===== config.mk =====
export PLATFORM = sky130hd
export DESIGN_NAME = bgtr_emit
export DESIGN_NICKNAME = d
export VERILOG_FILES = /design/src/bgtr_pkg.sv /design/src/bgtr_emit.sv
export VERILOG_INCLUDE_DIRS = /design/src /design/src/src
export SDC_FILE = /design/constraint.sdc
export NUM_CORES = 1
export LEC_CHECK = 0
export BUFFER_PORTS_ARGS = -buffer_cell sky130_fd_sc_hd__buf_2
export CAP_MARGIN = 20
export CORE_MARGIN = 3
export CORE_UTILIZATION = 42
export DETAILED_ROUTE_END_ITERATION = 16
export PLACE_DENSITY = 0.79
export RECOVER_POWER = 100
export SLEW_MARGIN = 20
export SYNTH_ARGS = -nofsm -noshare
export SYNTH_HDL_FRONTEND = slang
export SYNTH_SLANG_ARGS = --single-unit

===== constraint.sdc =====
create_clock -name clk -period 5.1 [get_ports clk]
set_input_delay 1.02 -clock clk [delete_from_list [all_inputs] [get_ports clk]]
set_output_delay 1.02 -clock clk [all_outputs]
set_load 0.005 [all_outputs]

===== src/bitmap_glyph_text_renderer_assert.svh =====
// Assertion macros shared by the glyph renderer modules.
// Each macro expects signals named clk and rst_n in the scope where it is used.
`ifndef BITMAP_GLYPH_TEXT_RENDERER_ASSERT_SVH
`define BITMAP_GLYPH_TEXT_RENDERER_ASSERT_SVH

// Property checked at every clock edge outside reset.
`define BGTR_ASSERT(lbl, prop, msg) \
    lbl: assert property (@(posedge clk) disable iff (!rst_n) prop) else $error(msg);

// The consequent must hold in the cycle after the antecedent.
`define BGTR_ASSERT_NEXT(lbl, ante, cons, msg) \
    lbl: assert property (@(posedge clk) disable iff (!rst_n) (ante) |=> (cons)) else $error(msg);

`endif


===== src/bgtr_pkg.sv =====
// Types and constants shared by the bitmap glyph renderer.
// No dependencies; every module of the block imports it.
`default_nettype none

package bgtr_pkg;

    // Field widths of the stream payloads.
    localparam int CODE_W    = 9;
    localparam int SIZE_W    = 6;
    localparam int OFF_W     = 7;
    localparam int ADV_W     = 8;
    localparam int ROW_IDX_W = 5;
    localparam int ROW_W     = 32;
    localparam int POS_W     = 16;
    localparam int PITCH_W   = 16;
    localparam int COLOR_W   = 32;
    localparam int ADDR_W    = 32;

    localparam int IN_TDATA_W  = 120;
    localparam int IN_TUSER_W  = 2;
    localparam int OUT_TDATA_W = 96;
    localparam int CFG_IDX_W   = 2;
    localparam int CFG_DATA_W  = 32;

    // Character code that starts a new line.
    localparam logic [CODE_W-1:0] NEWLINE_CODE = 9'd10;

    // Configuration register indexes.
    localparam logic [CFG_IDX_W-1:0] CFG_FB_PITCH    = 2'd0;
    localparam logic [CFG_IDX_W-1:0] CFG_FONT_WIDTH  = 2'd1;
    localparam logic [CFG_IDX_W-1:0] CFG_FONT_HEIGHT = 2'd2;
    localparam logic [CFG_IDX_W-1:0] CFG_FG_COLOR    = 2'd3;

    // Input item kinds.
    typedef enum logic [1:0] {
        FUNC_PEN  = 2'd0,
        FUNC_DRAW = 2'd1,
        FUNC_META = 2'd2,
        FUNC_ROW  = 2'd3
    } func_t;

    // Control sequencer states.
    typedef enum logic [2:0] {
        ST_CLEAR,
        ST_IDLE,
        ST_LOOK,
        ST_FALL,
        ST_ADDR,
        ST_ROWS
    } state_t;

    // One entry of the glyph metrics store.
    typedef struct packed {
        logic                    valid;
        logic [SIZE_W-1:0]       w;
        logic [SIZE_W-1:0]       h;
        logic signed [OFF_W-1:0] xoff;
        logic signed [OFF_W-1:0] yoff;
        logic [ADV_W-1:0]        adv;
    } meta_t;

    // Command that starts the row emitter on one glyph.
    typedef struct packed {
        logic [ADDR_W-1:0]  addr;
        logic [SIZE_W-1:0]  h;
        logic [ROW_W-1:0]   wmask;
        logic [COLOR_W-1:0] color;
    } emit_cmd_t;

endpackage

`default_nettype wire


===== src/bgtr_emit.sv =====
// Row emitter: reads a glyph row per cycle unless stalled; drives output register.
// Depends on bgtr_pkg and the assertion macro header.
`default_nettype none
`include "bitmap_glyph_text_renderer_assert.svh"

module bgtr_emit (
    input  logic                             clk,
    input  logic                             rst_n,
    input  logic                             start,
    input  bgtr_pkg::emit_cmd_t              cmd,
    input  logic [bgtr_pkg::PITCH_W-1:0]     pitch,
    output logic                             rd_en,
    output logic [bgtr_pkg::ROW_IDX_W-1:0]   rd_row,
    input  logic [bgtr_pkg::ROW_W-1:0]       rd_data,
    output logic                             done,
    output logic                             m_axis_tvalid,
    input  logic                             m_axis_tready,
    // Fields from bit 0: row_address[31:0], pixel_mask[63:32], pixel_color[95:64].
    output logic [bgtr_pkg::OUT_TDATA_W-1:0] m_axis_tdata,
    output logic                             m_axis_tlast
);
    import bgtr_pkg::*;

    // Control state.
    logic              busy_reg;
    logic              pend_reg;
    logic              out_valid_reg;
    logic [SIZE_W-1:0] iss_reg;

    // Glyph and row payload.
    logic [SIZE_W-1:0]  h_reg;
    logic [ROW_W-1:0]   wmask_reg;
    logic [COLOR_W-1:0] color_reg;
    logic [ADDR_W-1:0]  addr_reg;
    logic               pend_last_reg;
    logic [ADDR_W-1:0]  out_addr_reg;
    logic [ROW_W-1:0]   out_mask_reg;
    logic [COLOR_W-1:0] out_color_reg;
    logic               out_last_reg;

    logic              load;
    logic [SIZE_W-1:0] iss_inc;
    logic              iss_last;

    // A pending row moves to the output register when that is free or being taken;
    // the next read is issued when the read data register is free or being emptied.
    assign load     = pend_reg && (!out_valid_reg || m_axis_tready);
    assign rd_en    = busy_reg && (!pend_reg || load);
    assign rd_row   = iss_reg[ROW_IDX_W-1:0];
    assign iss_inc  = iss_reg + 6'd1;
    assign iss_last = (iss_inc == h_reg);
    assign done     = load && pend_last_reg;

    // Row sequencing and output valid.
    always_ff @(posedge clk or negedge rst_n)
    begin
        if (!rst_n)
        begin
            busy_reg      <= 1'b0;
            pend_reg      <= 1'b0;
            out_valid_reg <= 1'b0;
            iss_reg       <= '0;
        end
        else
        begin
            if (start)
            begin
                busy_reg <= 1'b1;
                iss_reg  <= '0;
            end
            else if (rd_en)
            begin
                iss_reg <= iss_inc;
                if (iss_last)
                begin
                    busy_reg <= 1'b0;
                end
            end

            if (rd_en)
            begin
                pend_reg <= 1'b1;
            end
            else if (load)
            begin
                pend_reg <= 1'b0;
            end

            if (load)
            begin
                out_valid_reg <= 1'b1;
            end
            else if (m_axis_tready)
            begin
                out_valid_reg <= 1'b0;
            end
        end
    end

    // Payload: glyph command, running address and output register.
    always_ff @(posedge clk)
    begin
        if (start)
        begin
            h_reg     <= cmd.h;
            wmask_reg <= cmd.wmask;
            color_reg <= cmd.color;
        end

        if (rd_en)
        begin
            pend_last_reg <= iss_last;
        end

        if (start)
        begin
            addr_reg <= cmd.addr;
        end
        else if (load)
        begin
            addr_reg <= addr_reg + {16'd0, pitch};
        end

        if (load)
        begin
            out_addr_reg  <= addr_reg;
            out_mask_reg  <= rd_data & wmask_reg;
            out_color_reg <= color_reg;
            out_last_reg  <= pend_last_reg;
        end
    end

    assign m_axis_tvalid = out_valid_reg;
    assign m_axis_tdata  = {out_color_reg, out_mask_reg, out_addr_reg};
    assign m_axis_tlast  = out_last_reg;

    `BGTR_ASSERT(a_start_when_empty, start |-> (!busy_reg && !pend_reg), "start while busy")
    `BGTR_ASSERT_NEXT(a_read_fills_pend, rd_en, pend_reg, "row read lost")
    `BGTR_ASSERT(a_done_after_issue, done |-> !busy_reg, "last row emitted early")

endmodule

`default_nettype wire


==> results_dict.tcl, run 1 <==
set metrics [dict create \
    status "finished with violations" \
    failed_checks "max-capacitance violations, max-slew violations" \
    dieArea_um2 21280 \
    ys_seq_area_share_pct 75.85 \
    async_flop_share_pct 4.306 \
    setup_viol 0 \
    cp_slowest_cell "or2_0" \
    dp_hpwl_um 14010 \
    die_h_um 145.9 \
    final_cells 1065 \
    cts_max_level 1 \
    wire_per_inst_um 18.30 \
    cts-root-buf "clkbuf_16" \
    crit_family "simple AND/OR/NAND/NOR gates" \
    ys_seq_elements 209 \
    ios 259 \
    drcViolationCount 0 \
    synth_top_cell_by_area "edfxtp_1" \
    p_leak_nw 4.037 \
    crit_buf_inv 1 \
    worstPathArrival_ps 3550 \
    synthCells 518 \
    grt_max_degree 71 \
    numCtsBuffers 22 \
    syn_to_final_growth_pct 26.24 \
    hold_buffers 0 \
    clock_latency_ps 490 \
    crit_required_ps 5160 \
    cpPeakStageDelay_ps 1780 \
    worstSetupEndpointType "register" \
    cap_viol_max_count 2 \
    crit_chain "buf_2, nand2b_1, and2_4, or2_0" \
    gp_congestion 0.8253 \
    synth_top_area_share_pct 73.10 \
    cts_buffer_depth 3 \
    tritoncts "yes" \
    vias 5232 \
    tightest_slew_ps 2374 \
    rows 50 \
    post_cts_buffers 0 \
    port_buffers 258 \
    critical_path_depth 4 \
    post_cts_resized 0 \
    max_slew_margin_pct -58.30 \
    ant_nets 0 \
    netlist_top_cells_area "edfxtp_1, and2_1, dfrtp_1" \
    grt_pass1_wl_um 29280 \
    min_path_type "reg -> reg" \
    syn-num-nets 690 \
    path_class "in -> reg" \
    ir_drop_v 0.0002775 \
    critPathMaxFanout 34 \
    finalClockSkew_ps 6.539 \
    wirelength_um 19490 \
    place_inst 1024 \
    n_fill_cell 1613 \
    p_per_area_nw_per_um2 419.8 \
    core_um2 18960 \
    drv_slew 99 \
    ys_types 47 \
    regArea_um2 6231 \
    rsz0062_at_grt "false" \
    hold_depth 0 \
    die-width_um 145.9 \
    hold_violations 0 \
    grt_usage_pct 17.43 \
    min_period_ps 3490 \
    syn_area_um2 8215 \
    viasPerCell 4.913 \
    synth-edff-count 200 \
    drive_above_1_share_pct 28.64 \
    syn_area_per_cell_um2 15.86 \
    clk_pin_slew_ps 60 \
    synth_common_cells "edfxtp_1, nand2_1, and2_1" \
    antenna_found_initial 5 \
    initial_utilization_pct 43.34 \
    r2r_cells 3 \
    critical_path.startpoint_type "input pin" \
    min_period_over_period_pct 68.43 \
    grt_pass1_vias 5323 \
    synth_most_common_cell "edfxtp_1" \
    cts_sinks 209 \
    drt-initial-drc-count 408 \
    grt.overflow.total 0 \
    drtPass1Iterations 5 \
    multiInputGateArea_um2 1824 \
    finalSetupTns_ps 0 \
    fmax_mhz 286.6 \
    synth_ff_type "edfxtp_1" \
    synth_warnings 0 \
    final_nets 960 \
]
report_power, final:
group | switching, mW | internal (mW) | leakage (nW)
Sequential | 0.0791 | 2.10 | 2.10
Clock | 0.621 | 0.971 | 0.356
Combinational | 0.330 | 0.251 | 1.58
metal layers:
metal  GRT usage (%)  up-vias  share of wire (%)  routed length, um
met5               0        -               0.19                 38
met4           6.173        6                2.7                536
met3           5.014       41                9.5               1848
met2           30.96      249                 50               9783
met1           20.15     2461                 37               7284
li1                -     2475                  -                  -
stage by stage:
step / area [um^2] / hold slack, ps / power, mW / utilization, % / setup slack, ps
finish: 10370 / 414.0 / 4.354 / 54.71 / 1610
global placement: 9786 / 400.6 / 2.796 / 51.62 / 1463
floorplan: 8215 / 400.3 / 2.567 / - / 543.3
global route: 10370 / 420.7 / 4.561 / 54.71 / 1290
detailed placement: 9786 / 404.5 / 2.822 / 51.62 / 1396
CTS: 10510 / 358.8 / 4.427 / 55.47 / 1906
final timing paths:
path                               start                 to  slack, ps
min in group asynchronous          rst_n         iss_reg[4]        480
max in group asynchronous          rst_n           busy_reg       4270
setup reg to reg           m_axis_tvalid       addr_reg[11]       1840
hold / removal             color_reg[23]  out_color_reg[23]        410
setup / recovery           m_axis_tready       addr_reg[11]       1610
hold reg to reg            color_reg[23]  out_color_reg[23]        410
logic make-up after synthesis:
logic type | Yosys count | synth area share (%)
AOI/OAI and AO/OA | 85 | 6.366
xor gates and xnor gates | 37 | 3.945
adders and majority gates | 18 | 2.833
buffers and inverters | 21 | 1.279
DFF | 209 | 75.85
muxes | 4 | 0.5482
and+or+nand+nor | 144 | 9.184
cell type report:
class                   count  share of cell area [%]
clock inverters            14                   1.399
inverters                   7                  0.2533
flip-flops and latches    209                   60.08
diodes                      2                 0.04826
clock buffers              25                   5.622
well taps                 260                   3.137
multi-input cells         288                   17.59
repair buffers            260                   11.87
worst register-to-register path: stages (launching register included):
cell	delay, ps
dfrtp_1	400
nand2b_1	120
and2_4	500
or2_0	1800
placed cells by master, fill, tap and decap left out, types with 4 or more instances in the layout:
cell type | Yosys | layout
o21ai_1 | 7 | 6
nand3_1 | 8 | 8
ha_1 | 17 | 17
a21o_1 | 4 | 4
nand2_1 | 53 | 53
inv_1 | 7 | 7
mux2_2 | 4 | 4
clkbuf_1 | 5 | 72
clkbuf_16 | 0 | 23
o21a_1 | 4 | 4
and2_1 | 36 | 16
and3_1 | 5 | 5
buf_2 | 0 | 187
nor3_1 | 4 | 9
nor2b_1 | 4 | 4
edfxtp_1 | 200 | 200
nor2_1 | 12 | 12
or3_1 | 4 | 4
clkinv_1 | 0 | 5
dfrtp_1 | 9 | 9
and2_0 | 0 | 19
clkinv_2 | 0 | 4
xnor2_1 | 22 | 22
a21oi_1 | 23 | 24
o21ai_0 | 31 | 32
xor2_1 | 15 | 15
Note: power is estimated with default switching activity, not from simulation.
==> run 2, diff against run 1 <==
clock period = 3.49 ns   (was 5.1 ns; I/O delays follow)
==> results_dict.tcl, run 2 (synthesis gave the netlist of run 1 again) <==
set metrics [dict create \
    status "finished with violations" \
    failed_checks "max-capacitance violations, max-slew violations" \
    cts_max_level 1 \
    crit_chain "clkbuf_1, or2_1" \
    wirelength_um 19440 \
    cts_sinks 209 \
    numCtsBuffers 22 \
    finalClockSkew_ps 17.67 \
    ff2ff_setup_slack_ps 520 \
    cp_slowest_cell "or2_1" \
    cap_viol_max_count 2 \
    min_period_over_period_pct 85.60 \
    rsz0062_at_grt "false" \
    layout_common_cells "edfxtp_1, buf_2, clkbuf_1, nand2_1, o21ai_0" \
    dieArea_um2 21280 \
    whs_ps 171.1 \
    tritoncts "yes" \
    finalSetupTns_ps 0 \
    dp_hpwl_um 14220 \
    power_mw 6.455 \
    crit_required_ps 3600 \
    ir_drop_v 0.0003492 \
    p_leak_nw 4.039 \
    path_class "in -> reg" \
    drcViolationCount 0 \
    syn_to_final_growth_pct 26.87 \
    fmax_mhz 334.7 \
    worstReg2RegStart "m_axis_tvalid" \
    ant_nets 0 \
    die-width_um 145.9 \
    drtPass1Iterations 5 \
    clk_pin_slew_ps 60 \
    tightest_slew_ps 2313 \
    cts_buffer_depth 3 \
    setup_viol 0 \
    critPathLaunch "start" \
    worstSetupEndpointType "register" \
    reg2reg_to "out_addr_reg[3]" \
    grt_pass1_vias 5329 \
    post_cts_buffers 0 \
    post_cts_resized 0 \
    hold_buffers 0 \
    initial_utilization_pct 43.34 \
    ios 259 \
    crit_buf_inv 1 \
    grt_pass1_wl_um 29690 \
    critical_path.startpoint_type "input pin" \
    viasPerCell 4.879 \
    cts-root-buf "clkbuf_16" \
    final_cells 1068 \
    final_nets 962 \
    port_buffers 258 \
    vias 5211 \
    grt.overflow.total 0 \
    place_inst 1026 \
    max_slew_margin_pct -54.21 \
    grt_max_degree 98 \
    p_per_area_nw_per_um2 619.3 \
    gp_congestion 0.8131 \
    drt-initial-drc-count 276 \
    cpPeakStageDelay_ps 1230 \
    rows 50 \
    drive_above_1_share_pct 29.32 \
    clock_latency_ps 500 \
    worstPathArrival_ps 3090 \
    hold_violations 0 \
    final_common_cell "edfxtp_1" \
    crit_family "simple AND/OR/NAND/NOR gates" \
    grt_usage_pct 17.72 \
    die_h_um 145.9 \
    r2r_cells 3 \
    wire_per_inst_um 18.21 \
    min_path_type "in -> async" \
    drv_slew 132 \
    antenna_found_initial 6 \
    critPathMaxFanout 33 \
    min_period_ps 2987 \
    core_um2 18960 \
]
==> run 2: cell types whose count changed in the layout (fill, tap and decap cells not counted), moves of 2 or more <==
cell / before / now
nor3_2: 0 / 3
clkbuf_1: 72 / 74
and2_0: 19 / 24
and2_1: 16 / 12
o21ai_0: 32 / 34
o21ai_1: 6 / 4
nor3_1: 9 / 6
clkinv_1: 5 / 3
==> run 2: per-layer routing <==
| metal | vias up | track usage (%) | wire length [um] |
|---|---|---|---|
| met5 | - | 0 | 42 |
| met4 | 8 | 5.128 | 348 |
| met3 | 30 | 6.229 | 1969 |
| met2 | 214 | 31.57 | 9872 |
| met1 | 2486 | 20.15 | 7212 |
| li1 | 2473 | - | - |
==> run 2: how the worst max path moves through the flow <==
stage,end,slack [ps],depth (start not counted)
after global placement,addr_reg[18],390,11
after CTS,addr_reg[24],740,10
final,addr_reg[5],500,2
after detailed placement,addr_reg[26],330,11
after floorplan,addr_reg[0],390,3
after global routing,addr_reg[31],260,8
==> run 2: final cells by class <==
class | count | area [um^2]
Fill cell | 1629 | 8533
Sequential cell | 209 | 6231
Multi-Input combinational cell | 288 | 1853
Timing Repair Buffer | 262 | 1225
Clock buffer | 24 | 558.0
Tap cell | 260 | 325.3
Clock inverter | 15 | 196.4
Inverter | 7 | 26.28
Antenna cell | 3 | 7.507
==> run 2: report_power, final <==
part / internal (mW) / switching (mW) / leakage [nW] / total [mW]
combinational: 0.371 / 0.486 / 1.57 / 0.857
sequential: 3.07 / 0.114 / 2.10 / 3.19
clock: 1.46 / 0.949 / 0.367 / 2.41
total: 4.91 / 1.55 / 4.04 / 6.45
==> run 2: through the flow <==
step,util [%],area (um^2),worst slack (ps)
CTS,55.68,10560,743.2
floorplan,-,8217,386.1
finish,54.98,10420,502.7
global route,54.97,10420,261.6
detailed placement,51.70,9801,333.4
global placement,51.70,9801,391.1
